### src/rtl/core/mif_pkg.sv
// constants, widths and types for the fermat modular inverse core
// no dependencies; imported by every module of the core
package mif_pkg;

	localparam int IN_W = 13;
	localparam int DATA_W = 16;
	localparam int MODULUS = 4621;
	localparam int RES_W = $clog2(MODULUS);
	localparam int EXP_W = 13;
	localparam logic [EXP_W-1:0] EXP_BITS = EXP_W'(MODULUS - 2);
	localparam int STEPS = 2 * EXP_W;

	// reducer input width: covers a full product and the offset input value
	localparam int RED_W = (2 * RES_W > IN_W + 1) ? 2 * RES_W : IN_W + 1;
	localparam int BAR_M = (2 ** RED_W) / MODULUS;
	localparam int BAR_W = $clog2(BAR_M + 1);
	localparam int QUO_W = RED_W - RES_W + 1;

	// multiple of the modulus that lifts any signed input to a nonnegative value
	localparam int IN_OFFSET = MODULUS * ((2 ** (IN_W - 1) + MODULUS - 1) / MODULUS);
	localparam int HALF = MODULUS / 2;

	typedef struct packed {
		logic             valid;
		logic [RES_W-1:0] base;
	} tag_t;

endpackage

### src/rtl/core/mif_reduce.sv
// two-stage barrett reduction of a nonnegative value modulo MODULUS
// depends on mif_pkg
module mif_reduce
	import mif_pkg::*;
(
	input  logic             clk,
	input  logic             arst_n,
	input  logic             en,
	input  tag_t             in_tag,
	input  logic [RED_W-1:0] p,
	output tag_t             out_tag,
	output logic [RES_W-1:0] r
);

	localparam int MP_W = RED_W + BAR_W;
	localparam int QM_W = QUO_W + RES_W;

	logic [MP_W-1:0]  mprod;
	logic [QUO_W-1:0] quo_s1;
	logic [RES_W:0]   p_s1;
	logic             valid_s1;
	logic [RES_W-1:0] base_s1;
	logic [RES_W:0]   qm;
	logic [RES_W:0]   diff;
	logic [RES_W:0]   fix;
	logic             valid_s2;
	logic [RES_W-1:0] base_s2;
	logic [RES_W-1:0] r_s2;

	// quotient estimate is at most one below the true quotient
	assign mprod = MP_W'(p) * MP_W'(BAR_M);

	// remainder is below twice the modulus, so the low bits suffice
	assign qm = (RES_W+1)'(QM_W'(quo_s1) * QM_W'(MODULUS));
	assign diff = p_s1 - qm;
	assign fix = (diff >= (RES_W+1)'(MODULUS)) ? diff - (RES_W+1)'(MODULUS) : diff;

	always_ff @(posedge clk or negedge arst_n) begin
		if (!arst_n) begin
			valid_s1 <= 1'b0;
			valid_s2 <= 1'b0;
		end else if (en) begin
			valid_s1 <= in_tag.valid;
			valid_s2 <= valid_s1;
		end
	end

	always_ff @(posedge clk) begin
		if (en) begin
			quo_s1 <= QUO_W'(mprod >> RED_W);
			p_s1 <= p[RES_W:0];
			base_s1 <= in_tag.base;
			r_s2 <= fix[RES_W-1:0];
			base_s2 <= base_s1;
		end
	end

	assign out_tag = '{valid: valid_s2, base: base_s2};
	assign r = r_s2;

endmodule

### src/rtl/core/mif_modmul.sv
// three-stage modular multiplier: product register, then barrett reduction
// depends on mif_pkg and mif_reduce
module mif_modmul
	import mif_pkg::*;
(
	input  logic             clk,
	input  logic             arst_n,
	input  logic             en,
	input  tag_t             in_tag,
	input  logic [RES_W-1:0] x,
	input  logic [RES_W-1:0] y,
	output tag_t             out_tag,
	output logic [RES_W-1:0] z
);

	logic [2*RES_W-1:0] prod_s1;
	logic               valid_s1;
	logic [RES_W-1:0]   base_s1;
	tag_t               tag_s1;

	always_ff @(posedge clk or negedge arst_n) begin
		if (!arst_n) begin
			valid_s1 <= 1'b0;
		end else if (en) begin
			valid_s1 <= in_tag.valid;
		end
	end

	always_ff @(posedge clk) begin
		if (en) begin
			prod_s1 <= (2*RES_W)'(x) * (2*RES_W)'(y);
			base_s1 <= in_tag.base;
		end
	end

	assign tag_s1 = '{valid: valid_s1, base: base_s1};

	mif_reduce u_reduce (
		.clk     (clk),
		.arst_n  (arst_n),
		.en      (en),
		.in_tag  (tag_s1),
		.p       (RED_W'(prod_s1)),
		.out_tag (out_tag),
		.r       (z)
	);

endmodule

### config.mk
export PLATFORM = sky130hd
export DESIGN_NAME = mif_modmul
export DESIGN_NICKNAME = d
export VERILOG_FILES = /design/src/rtl/core/mif_pkg.sv /design/src/rtl/core/mif_reduce.sv /design/src/rtl/core/mif_modmul.sv
export SDC_FILE = /design/constraint.sdc
export NUM_CORES = 1
export LEC_CHECK = 0
export BUFFER_PORTS_ARGS = -buffer_cell sky130_fd_sc_hd__buf_2
export CORE_UTILIZATION = 57
export DETAILED_ROUTE_END_ITERATION = 10
export PLACE_DENSITY = 0.74
export SYNTH_ARGS = -nofsm -noshare
export SYNTH_HDL_FRONTEND = slang
export SYNTH_SLANG_ARGS = --single-unit
### constraint.sdc
create_clock -name clk -period 8 [get_ports clk]
set_input_delay 0.8 -clock clk [delete_from_list [all_inputs] [get_ports clk]]
set_output_delay 0.8 -clock clk [all_outputs]
set_load 0.03 [all_outputs]
## Yosys cells after proc, flatten, opt, wreduce, memory -nomap -nowiden

Index checks and enable logic that the tools add are counted.

- Register bits: 109
- Latch bits: 0
- Bits in writable memories: 0
- Bits in read-only memories: 0
- Input port bits: 43
- Output and inout bits: 27
- Word-level logic and storage cells: 17
- Memories kept: 0

- Add/subtract/negate cells: 2
- $mul: 3
- Divide/modulo/power cells: 0
- $lt $le $gt $ge: 1
- Eq/ne operators: 0
- Shifts and indexed selects: 0
- Multiplexer cells: 1
- Bitwise gates (word level): 0
- Reductions and logical operators: 0

Operators by type and width:

| kind | count |
|---|---|
| 26-bit by 13-bit multiplier with 39-bit output (second input constant) | 1 |
| 13-bit by 13-bit multiplier with 26-bit output | 1 |
| 14-bit by 13-bit >= comparator with 1-bit output (second input constant) | 1 |
| 14-bit by 13-bit multiplier with 14-bit output (second input constant) | 1 |
| 14-bit subtractor | 1 |
| 13-bit two-way mux | 1 |
| 13-bit subtractor (second input constant) | 1 |

## Logic depth before layout (Yosys ltp)

Gate-level depths: netlist of run 1.

- Depth after elaboration: 4
- Depth in mapped cells: 22
- Gate-level depth less buffers: 21

## Hierarchy

A second synthesis of run 1 with hierarchy kept.

- Cells, all modules: 1784
- Area total of the unflattened synthesis: 18026.0 um2

Modules (own cells, without submodules):

| module | times used | cells an instance | area each (um2) | sequential area each (um2) |
|---|---|---|---|---|
| mif_reduce | 1 | 1026 | 10935.5 | 2062.0 |
| mif_modmul | 1 | 758 | 7090.6 | 1196.1 |

## Least setup slack after synthesis of run 1

OpenSTA, ideal clock, no wires.

- Path type: input to register
- Start point: input y[4]
- End point: register prod_s1[19], data pin
- Library setup time: 0.257 ns
- Arrival: 5.518 ns
- Data required time: 7.743 ns
- Setup slack: 2.225 ns
- Stages on the path: 20
- Buffers on the path: 1
- Cell sequence: clkbuf_1 > nand2_1 > fa_1 > fa_1 > fa_1 > inv_1 > fa_1 > inv_1 > fa_1 > inv_1 > ha_1 > o21a_1 > o21a_1 > o21a_1 > and3_1 > a211oi_1 > nor2b_1 > o21ai_0 > nand2b_1 > xor2_1

- Longest elaborated chain between the ends: 1

Ends and longest elaborated chain:

| what | line | RTL |
|---|---|---|
| start: declaration | mif_modmul.sv:11 | `input logic [RES_W-1:0] y,` |
| 13-bit by 13-bit multiplier with 26-bit output | mif_modmul.sv:31 | `prod_s1 <= (2*RES_W)'(x) * (2*RES_W)'(y);` |
| end signal: assignment | mif_modmul.sv:31 |  |
| end: declaration | mif_modmul.sv:16 | `logic [2*RES_W-1:0] prod_s1;` |

Every way passes these cells.
A chain may end at the register's enable or synchronous reset.

## Worst setup path in the final report of run 1

- Start point: register prod_s1[1]
- End point: register u_reduce.quo_s1[8], data pin

- Longest elaborated chain between the ends: 1

Ends and longest elaborated chain:

| what | line | RTL |
|---|---|---|
| 26-bit by 13-bit multiplier with 39-bit output | mif_reduce.sv:31 | `assign mprod = MP_W'(p) * MP_W'(BAR_M);` |
| net u_reduce.mprod[34] | mif_reduce.sv:18 | `logic [MP_W-1:0] mprod;` |
| end signal: assignment | mif_reduce.sv:50 | `quo_s1 <= QUO_W'(mprod >> RED_W);` |
| end: declaration | mif_reduce.sv:19 | `logic [QUO_W-1:0] quo_s1;` |

The timed path passes the listed nets, and every way through them passes these cells.

==> results of run 1 <==
## cells in the mapped netlist (2+ instances only)
library cell / n / share of area
nand2b_1: 9 / 0.0032
nand3_1: 12 / 0.0034
o2111a_1: 3 / 0.0019
nand3b_1: 3 / 0.0013
xor2_1: 19 / 0.0095
nand2_1: 113 / 0.024
a21o_1: 10 / 0.0043
o21ai_0: 25 / 0.0072
nor3_1: 17 / 0.0049
ha_1: 284 / 0.20
o21a_1: 16 / 0.0069
xnor2_1: 47 / 0.024
o221ai_2: 2 / 0.0017
or2_2: 2 / 0.00072
nor4_1: 2 / 0.00072
nand4_1: 4 / 0.0014
o211ai_1: 3 / 0.0013
edfxtp_1: 106 / 0.18
a211o_1: 3 / 0.0015
a41oi_1: 2 / 0.0010
a2111oi_0: 2 / 0.0010
a211oi_1: 2 / 0.00086
inv_1: 505 / 0.11
o311ai_2: 2 / 0.0019
nor2_1: 29 / 0.0062
fa_1: 276 / 0.32
or3_1: 4 / 0.0014
buf_2: 3 / 0.00086
o31a_1: 3 / 0.0015
and3_1: 3 / 0.0011
a21oi_1: 32 / 0.0092
mux2i_1: 2 / 0.0011
a31o_2: 2 / 0.0010
dfrtp_1: 3 / 0.0043
o21bai_1: 5 / 0.0021
and2_1: 85 / 0.030
o21ai_1: 5 / 0.0014
a31oi_1: 6 / 0.0021
nor2b_1: 7 / 0.0025
mux2_2: 4 / 0.0026
clkbuf_1: 30 / 0.0064
## sequential cells by signal (all words and copies together), names as in the netlist
name               cells
u_reduce.valid_s1      1
u_reduce.base_s2      13
u_reduce.valid_s2      1
prod_s1               26
valid_s1               1
base_s1               13
u_reduce.base_s1      13
u_reduce.r            13
u_reduce.p_s1         14
u_reduce.quo_s1       14
## layout make-up
class | count | share of cell area
Inverter | 505 | 0.102
Clock buffer | 9 | 0.0122
Clock inverter | 7 | 0.00507
Multi-Input combinational cell | 1065 | 0.659
Timing Repair Buffer | 70 | 0.0192
Tap cell | 390 | 0.0264
Sequential cell | 109 | 0.176
## worst max-delay path: cells and delay by family, from the launching register on
family                   cells  cell delay (ns)
buffers and inverters        6             0.38
adder cells (fa/ha/maj)      6             2.68
AO/OA/AOI/OAI                8             2.22
flip-flops                   1             0.53
## through the flow
step / instances / hold WS [ns]
6_report: 2155 / 0.216
5_1_grt: 2155 / 0.203
4_1_cts: 2155 / 0.201
3_5_place_dp: 2139 / 0.405
3_3_place_gp: 2139 / 0.402
2_1_floorplan: 1713 / 0.400
## worst max path at each step
| stage | to | slack [ns] | depth (start not counted) |
|---|---|---|---|
| 6_report | u_reduce.quo_s1[8]$_DFFE_PP_ | 1.95 | 20 |
| 5_1_grt | u_reduce.quo_s1[8]$_DFFE_PP_ | 1.66 | 20 |
| 4_1_cts | u_reduce.quo_s1[8]$_DFFE_PP_ | 1.93 | 18 |
| 3_5_place_dp | prod_s1[19]$_DFFE_PP_ | 1.95 | 21 |
| 3_3_place_gp | prod_s1[19]$_DFFE_PP_ | 1.97 | 21 |
| 2_1_floorplan | prod_s1[19]$_DFFE_PP_ | 2.23 | 20 |
## cell families (layout without fill, tap and decap cells)
family / after synthesis / in the layout / share of synthesized area
adders and majority gates: 560 / 560 / 0.519
buffers and inverters: 539 / 591 / 0.116
and+or+nand+nor: 295 / 295 / 0.0845
AOI/OAI and AO/OA: 137 / 137 / 0.0562
DFF: 109 / 109 / 0.186
xor gates and xnor gates: 67 / 67 / 0.0340
muxes: 6 / 6 / 0.00372
## routing by layer
metal | up-vias | part of all wire | track usage | wire [um]
li1 | 5358 | - | - | -
met1 | 5446 | 0.45 | 0.270 | 13600
met2 | 178 | 0.51 | 0.391 | 15400
met3 | 24 | 0.027 | 0.0200 | 825
met4 | 0 | 0.014 | 0.0409 | 413
met5 | - | 0 | 0 | 0
## cell usage in the layout (no fill, tap or decap), drive strengths merged, types with 4 or more instances in the layout
cell type  netlist  routed
inv            505     509
ha             284     284
fa             276     276
nand2          113     113
edfxtp         106     106
and2            85      85
buf              4      70
xnor2           48      48
a21oi           33      33
o21ai           31      31
nor2            30      30
xor2            19      19
nor3            17      17
o21a            16      16
nand3           12      12
a21o            10      10
nand2b          10      10
clkbuf          30       9
nor2b            7       7
a31oi            6       6
o21bai           5       5
or3              4       4
nand4            4       4
mux2             4       4
==> impl_metrics.csv, run 1 <==
group,metric,value,unit
run_status,outcome,"finished clean",
setup_path,crit-reg2reg-launch,"prod_s1[1]$_DFFE_PP_",
setup_path,critical_path_class,"reg2reg",
global_route,grt_first_pass_wirelength,53600,um
timing,tns,0,ns
cts,clock_latency,0.36,ns
timing,max_slew_margin,0.489,
cts,cts_max_level,3,
synth,synth-seq-cells,109,
timing,fmax,165,MHz
detailed_routing,drt_iter0_drc,457,
setup_path,crit_fanout,7,
global_route,antenna_found_initial,0,
synth,synthArstFlopShare,0.0275,
synth,synth_edf_count,106,
cts,cts-hold-fix-buffers,0,
floorplanning,std_cell_rows,63,
placement,gp_congestion,0.860,
timing,finalMaxSlewViolations,0,
synth,synth_area_per_cell,10.2,um2
synth,syn_inst,1713,
timing,finalSetupViolations,0,
placement,placement.cell_area,18200,um2
detailed_routing,wirelength,30300,um
cts,root_buffer,"clkbuf_16",
final_layout,syn2layout_area_growth,5.87,%
cts,clk_pin_slew,0.08,ns
timing,rsz0062_at_grt,"no",
setup_path,crit_chain,"inv_1 -> fa_1 -> inv_1 -> ha_1 -> inv_1 -> fa_1 -> inv_1 -> fa_1 -> inv_1 -> fa_1 -> inv_1 -> ha_1 -> a21o_1 -> a211o_1 -> a311oi_2 -> o221ai_2 -> o21a_1 -> o2111a_1 -> o31a_1 -> o31a_1",
detailed_routing,viasPerCell,5.11,
final_layout,antenna_cells,0,
detailed_routing,num_vias,11000,
global_route,track_usage,0.212,
floorplanning,die_w,177,um
final_layout,final_util,0.620,
global_route,grt_max_degree,67,
detailed_routing,dr.pass1.iters,5,
setup_path,worst_path_most_repeated_cell,"inv_1",
floorplanning,fp.dieH,177,um
detailed_routing,route.detailed.drc,0,
flow_run,drv_cap,0,
setup_path,reg2reg_depth,20,
timing,final_hold_viol_count,0,
timing,tightest_slew,0.767,ns
global_route,overflow,0,
floorplanning,ios,70,
synth,synth_area,17500,um2
floorplanning,initial_utilization,0.585,
setup_path,arrival,6.16,ns
synth,post_synth_num_cell_types,62,
synth,synth_seq_area_share,0.186,
synth,synth_ff_type,"edfxtp_1",
global_route,grt_pass1_vias,11800,
cts,clk_path_buf_depth,2,
setup_path,required,8.11,ns
final_layout,stdcell_area,18500,um2
final_layout,final_nets,2363,
setup_path,r2r_setup_slack,1.95,ns
synth,synth_nets,2316,
placement,dpl_worst_slack,1.95,ns
final_layout,multi_input_area,12200,um2
floorplanning,die_area,31400,um2
setup_path,end_kind,"flip-flop",
timing,skew,0.00521,ns
floorplanning,core,29900,um2
timing,setup_ws,1.95,ns
cts,numCtsBuffers,9,
final_layout,final-seq-area,3260,um2
hold_path,hold_path_class,"in2async",
cts,cts.sinks,109,
detailed_routing,ant_nets,0,
setup_path,max_stage_delay,0.54,ns
cts,cts_resized,0,
final_layout,drive_gt1_frac,0.0618,
cts,cts_tree,"built",
detailed_routing,wl_per_cell,14.0,um
setup_path,crit_path_top_delay_cell,"fa_1",
setup_path,critPathLaunch,"prod_s1[1]$_DFFE_PP_",
final_layout,nFillCells,2455,
timing,fin_crit_sh,0.756,
timing,fin_crit,6.05,ns
synth,ys_warn_count,0,
cts,cts_setup_buffers,0,
placement,dp_hpwl,26200,um
setup_path,start_kind,"flip-flop",
placement,portBuffers,69,
setup_path,r2r-end,"u_reduce.quo_s1[8]$_DFFE_PP_",
Power of run 1 is left out: the tool's default activity adds up to more than one toggle a clock period on the data nets, which glitch-free logic cannot reach.
==> run 2: changes to the inputs <==
==> constraint.sdc (replaced) <==
create_clock -name clk -period 6 [get_ports clk]
set_input_delay 0.6 -clock clk [delete_from_list [all_inputs] [get_ports clk]]
set_output_delay 0.6 -clock clk [all_outputs]
set_load 0.03 [all_outputs]
==> run 2 against run 1 <==
  * Count of clock-buffer cells in the layout did not move
  * Clock skew is 0.0053 ns higher
  * Final area grew 0.69%
  * Sequential share of layout area down 0.12 points
  * Die area stayed put
  * Fmax increased by 5.9%
  * Worst hold slack lost 0.20 ns
  * Via count increased by 0.88%
  * Flip-flop and latch count unchanged
  * Global-route usage increased by 0.50 points
  * Critical path type unchanged
==> impl_metrics.csv, run 2 (same netlist as run 1, synthesis figures left out) <==
group,metric,value,unit
run_status,outcome,"finished clean",
final_layout,final_cells,2172,
final_layout,largest_register_ffs,26,
floorplanning,initial_utilization,0.585,
cts,cts_tree,"built",
cts,cts_max_level,3,
final_layout,antenna_cells,0,
setup_path,crit-reg2reg-launch,"prod_s1[11]$_DFFE_PP_",
timing,skew,0.0105,ns
setup_path,r2r_setup_slack,0.29,ns
final_layout,top_register,"prod_s1",
setup_path,r2r-end,"u_reduce.quo_s1[8]$_DFFE_PP_",
cts,root_buffer,"clkbuf_16",
timing,fin_crit_sh,0.952,
cts,cts_resized,0,
final_layout,syn2layout_area_growth,6.60,%
final_layout,nFillCells,2435,
floorplanning,die_w,177,um
global_route,overflow,0,
setup_path,arrival,5.83,ns
flow_run,drv_cap,0,
timing,fin_crit,5.71,ns
setup_path,end_kind,"flip-flop",
timing,tns,0,ns
final_layout,largestRegisters,"prod_s1 x26, u_reduce.p_s1 x14, u_reduce.quo_s1 x14",
global_route,grt_first_pass_wirelength,54800,um
hold_path,hold_path_class,"in2async",
global_route,antenna_found_initial,0,
detailed_routing,drt_iter0_drc,438,
floorplanning,die_area,31400,um2
final_layout,final_common_cell,"inv_1",
timing,tightest_slew,0.716,ns
cts,numCtsBuffers,9,
floorplanning,ios,70,
floorplanning,fp.dieH,177,um
placement,gp_congestion,0.844,
timing,finalSetupViolations,0,
timing,final_hold_viol_count,0,
detailed_routing,route.detailed.drc,0,
cts,cts.sinks,109,
cts,clock_latency,0.37,ns
cts,clk_pin_slew,0.09,ns
global_route,track_usage,0.217,
floorplanning,core,29900,um2
detailed_routing,wirelength,31300,um
placement,portBuffers,69,
setup_path,start_kind,"flip-flop",
detailed_routing,wl_per_cell,14.4,um
final_layout,final-seq-area,3260,um2
timing,fmax,175,MHz
timing,finalMaxSlewViolations,0,
setup_path,crit_fanout,7,
placement,dp_hpwl,26900,um
final_layout,multi_input_area,12200,um2
setup_path,required,6.12,ns
global_route,grt_pass1_vias,12000,
cts,cts-hold-fix-buffers,0,
timing,max_slew_margin,0.523,
final_layout,drive_gt1_frac,0.0707,
final_layout,final_cell_mix,"inv_1 (505), ha_1 (284), fa_1 (276), nand2_1 (113), edfxtp_1 (106)",
global_route,grt_max_degree,62,
placement,place_inst,2156,
floorplanning,std_cell_rows,63,
timing,rsz0062_at_grt,"no",
detailed_routing,viasPerCell,5.11,
detailed_routing,ant_nets,0,
final_layout,final_nets,2380,
cts,cts_setup_buffers,0,
setup_path,reg2reg_depth,20,
detailed_routing,num_vias,11100,
setup_path,critical_path_class,"reg2reg",
cts,clk_path_buf_depth,2,
detailed_routing,dr.pass1.iters,5,
[run 2: changes by cell type in the layout (fill, tap and decap cells not counted), sizes merged]
cell	previous run	this run
buf	70	87
[run 2: how the worst max path moves through the flow]
stage / start / end / slack, ns / depth (start not counted)
2_1_floorplan: y[4] / prod_s1[19]$_DFFE_PP_ / 0.43 / 20
3_3_place_gp: y[1] / prod_s1[19]$_DFFE_PP_ / 0.22 / 21
3_5_place_dp: x[9] / prod_s1[19]$_DFFE_PP_ / 0.13 / 21
4_1_cts: prod_s1[9]$_DFFE_PP_ / u_reduce.quo_s1[8]$_DFFE_PP_ / 0.28 / 17
5_1_grt: prod_s1[11]$_DFFE_PP_ / u_reduce.quo_s1[8]$_DFFE_PP_ / 0.04 / 20
6_report: prod_s1[11]$_DFFE_PP_ / u_reduce.quo_s1[8]$_DFFE_PP_ / 0.29 / 20
[run 2: cell type report]
| cell class | count | area share |
|---|---|---|
| Inverter | 505 | 0.102 |
| Multi-Input combinational cell | 1065 | 0.654 |
| Clock inverter | 7 | 0.00503 |
| Timing Repair Buffer | 87 | 0.0259 |
| Sequential cell | 109 | 0.175 |
| Tap cell | 390 | 0.0262 |
| Clock buffer | 9 | 0.0121 |
[run 2: through the flow]
stage                util  area [um2]  hold WS (ns)  worst slack, ns
floorplan               -       17500         0.304            0.425
global placement    0.613       18300         0.395            0.219
detailed placement  0.613       18300         0.404            0.132
CTS                 0.624       18600       0.00813            0.280
global route        0.624       18600       0.00271           0.0352
finish              0.624       18600        0.0143            0.287
[run 2: per-layer routing]
metal | share of wire | track usage | vias to the layer above | wire [um]
met5 | 0 | 0 | - | 0
li1 | - | - | 5395 | -
met3 | 0.032 | 0.0215 | 33 | 996
met1 | 0.44 | 0.264 | 5474 | 13700
met4 | 0.011 | 0.0442 | 0 | 357
met2 | 0.52 | 0.413 | 201 | 16300
[run 2: worst max-delay path: stages, from the launching register on]
cell,delay (ns)
edfxtp_1,0.61
inv_1,0.20
fa_1,0.51
inv_1,0.04
ha_1,0.27
inv_1,0.05
fa_1,0.53
inv_1,0.06
fa_1,0.53
inv_1,0.05
fa_1,0.52
inv_1,0.04
ha_1,0.30
a21oi_1,0.15
a2bb2oi_1,0.23
a31o_2,0.22
o221ai_2,0.10
o21a_1,0.20
o2111a_1,0.27
o31a_1,0.33
o31a_1,0.26
Power of run 2 is left out for the same reason.
==> run 3: changes to the inputs <==
--- a/config.mk
+++ b/config.mk
@@ -5,10 +5,11 @@
 export SDC_FILE = /design/constraint.sdc
 export NUM_CORES = 1
 export LEC_CHECK = 0
+export ABC_AREA = 0
 export BUFFER_PORTS_ARGS = -buffer_cell sky130_fd_sc_hd__buf_2
-export CORE_UTILIZATION = 57
+export CORE_UTILIZATION = 65
 export DETAILED_ROUTE_END_ITERATION = 10
-export PLACE_DENSITY = 0.74
+export PLACE_DENSITY = 0.83
 export SYNTH_ARGS = -nofsm -noshare
 export SYNTH_HDL_FRONTEND = slang
 export SYNTH_SLANG_ARGS = --single-unit
==> run 3 against run 2 <==
  * The run now ends with DRC left
  * Worst hold slack improved by 0.38 ns
  * Non-clock buffer count rose by 5
  * Worst setup slack got worse by 0.018 ns
  * Critical path type unchanged
  * Critical endpoint unchanged
==> impl_metrics.csv, run 3 (same netlist as run 1, synthesis figures left out) <==
group,metric,value,unit
run_status,outcome,"finished, violations left",
run_status,violations,"DRC",
setup_path,critPathLaunch,"prod_s1[6]$_DFFE_PP_",
hold_path,hold_path_class,"in2reg",
floorplanning,fp.dieH,166,um
detailed_routing,wl_per_cell,15.4,um
global_route,antenna_found_initial,0,
setup_path,critical_path_class,"reg2reg",
timing,fmax,174,MHz
timing,skew,0.0107,ns
detailed_routing,num_vias,11400,
detailed_routing,drt_iter0_drc,489,
cts,cts.sinks,109,
setup_path,crit_family,"adder cells",
global_route,grt_max_degree,62,
detailed_routing,wirelength,32700,um
setup_path,end_kind,"flip-flop",
timing,finalSetupViolations,0,
setup_path,arrival,5.86,ns
floorplanning,initial_utilization,0.667,
setup_path,required,6.13,ns
placement,dp_hpwl,27100,um
timing,tns,0,ns
final_layout,top_register,"prod_s1",
timing,fin_crit,5.73,ns
placement,portBuffers,69,
final_layout,syn2layout_area_growth,6.41,%
cts,clk_path_buf_depth,2,
timing,finalMaxSlewViolations,0,
final_layout,drive_gt1_frac,0.0727,
timing,fin_crit_sh,0.955,
detailed_routing,route.detailed.drc,7,
floorplanning,ios,70,
hold_path,whs_path_depth,1,
floorplanning,die_w,166,um
final_layout,final_nets,2385,
placement,gp_congestion,0.871,
setup_path,reg2reg_depth,18,
global_route,grt_pass1_vias,12600,
placement,place_inst,2099,
detailed_routing,dr.pass1.iters,10,
setup_path,max_stage_delay,0.55,ns
timing,rsz0062_at_grt,"no",
setup_path,r2r-end,"u_reduce.quo_s1[8]$_DFFE_PP_",
final_layout,largest_register_ffs,26,
global_route,grt_first_pass_wirelength,56800,um
setup_path,crit-reg2reg-launch,"prod_s1[6]$_DFFE_PP_",
timing,hold_slack,0.395,ns
timing,max_slew_margin,0.484,
global_route,overflow,0,
cts,numCtsBuffers,9,
final_layout,final_common_cell,"inv_1",
final_layout,stdcell_area,18600,um2
setup_path,start_kind,"flip-flop",
setup_path,crit_path_top_delay_cell,"fa_1",
setup_path,crit_buf_inv,4,
floorplanning,die_area,27600,um2
setup_path,cp.depth,18,
cts,cts_max_level,3,
flow_run,drv_cap,0,
floorplanning,core,26200,um2
cts,cts_tree,"built",
timing,tightest_slew,0.773,ns
setup_path,endpoint,"u_reduce.quo_s1[8]$_DFFE_PP_",
final_layout,final_cell_mix,"inv_1 (505), ha_1 (284), fa_1 (276), nand2_1 (113), edfxtp_1 (106)",
global_route,track_usage,0.256,
setup_path,crit_chain,"inv_1 -> fa_1 -> inv_1 -> ha_1 -> inv_1 -> fa_1 -> fa_1 -> fa_1 -> inv_1 -> ha_1 -> and3_1 -> a211o_1 -> a311oi_2 -> o221ai_2 -> o21a_1 -> o2111a_1 -> o31a_1 -> o31a_1",
final_layout,antenna_cells,0,
placement,placement.cell_area,18200,um2
setup_path,crit_fanout,3,
setup_path,r2r_setup_slack,0.27,ns
cts,clock_latency,0.38,ns
detailed_routing,ant_nets,0,
final_layout,largestRegisters,"prod_s1 x26, u_reduce.p_s1 x14, u_reduce.quo_s1 x14",
cts,root_buffer,"clkbuf_16",
floorplanning,std_cell_rows,59,
final_layout,final_cells,2122,
cts,cts_resized,0,
cts,clk_pin_slew,0.09,ns
timing,final_hold_viol_count,0,
detailed_routing,viasPerCell,5.37,
==> run 3: worst min-delay path by stage <==
stage / startpoint / end
floorplan: arst_n / u_reduce.valid_s1$_DFFE_PN0P_
global placement: arst_n / valid_s1$_DFFE_PN0P_
detailed placement: arst_n / valid_s1$_DFFE_PN0P_
CTS: in_tag[8] / base_s1[8]$_DFFE_PP_
global route: in_tag[8] / base_s1[8]$_DFFE_PP_
finish: in_tag[2] / base_s1[2]$_DFFE_PP_
==> run 3: worst reg2reg max path: stages, from the launching register on <==
cell and delay [ns]:
edfxtp_1 0.47, inv_1 0.15, fa_1 0.50, inv_1 0.04, ha_1 0.26, inv_1 0.05, fa_1 0.50, fa_1 0.53
fa_1 0.55, inv_1 0.05, ha_1 0.32, and3_1 0.21, a211o_1 0.28, a311oi_2 0.36, o221ai_2 0.18, o21a_1 0.22
o2111a_1 0.26, o31a_1 0.32, o31a_1 0.24
==> run 3: timing repair <==
item                                    4_1_cts  5_1_grt
endpoints found under the setup margin        0        1
hold buffers                                  1        0
setup buffers                                 0        6
endpoints found under the hold margin         3        0
==> run 3: stage by stage <==
| stage | utilization | worst slack, ns |
|---|---|---|
| 3_5_place_dp | 0.696 | 0.0235 |
| 3_3_place_gp | 0.696 | 0.230 |
| 6_report | 0.710 | 0.269 |
| 2_1_floorplan | - | 0.425 |
| 4_1_cts | 0.708 | 0.234 |
| 5_1_grt | 0.710 | 0.0427 |
==> run 3: layer usage <==
metal,share of wire,vias to the layer above,global-route usage
met5,0,-,0
met4,0.027,0,0.0906
met3,0.034,75,0.0248
met2,0.52,246,0.476
met1,0.42,5648,0.309
li1,-,5418,-
==> run 3: area by class of cell <==
| cell class | count | area (um2) |
|---|---|---|
| repair buffers | 92 | 523 |
| clock inverters | 7 | 88.8 |
| well taps | 335 | 419 |
| inverters | 505 | 1900 |
| multi-input cells | 1065 | 12200 |
| flip-flops and latches | 109 | 3260 |
| fillers | 1845 | 7600 |
| clock buffers | 9 | 225 |
Power of run 3 is left out for the same reason.
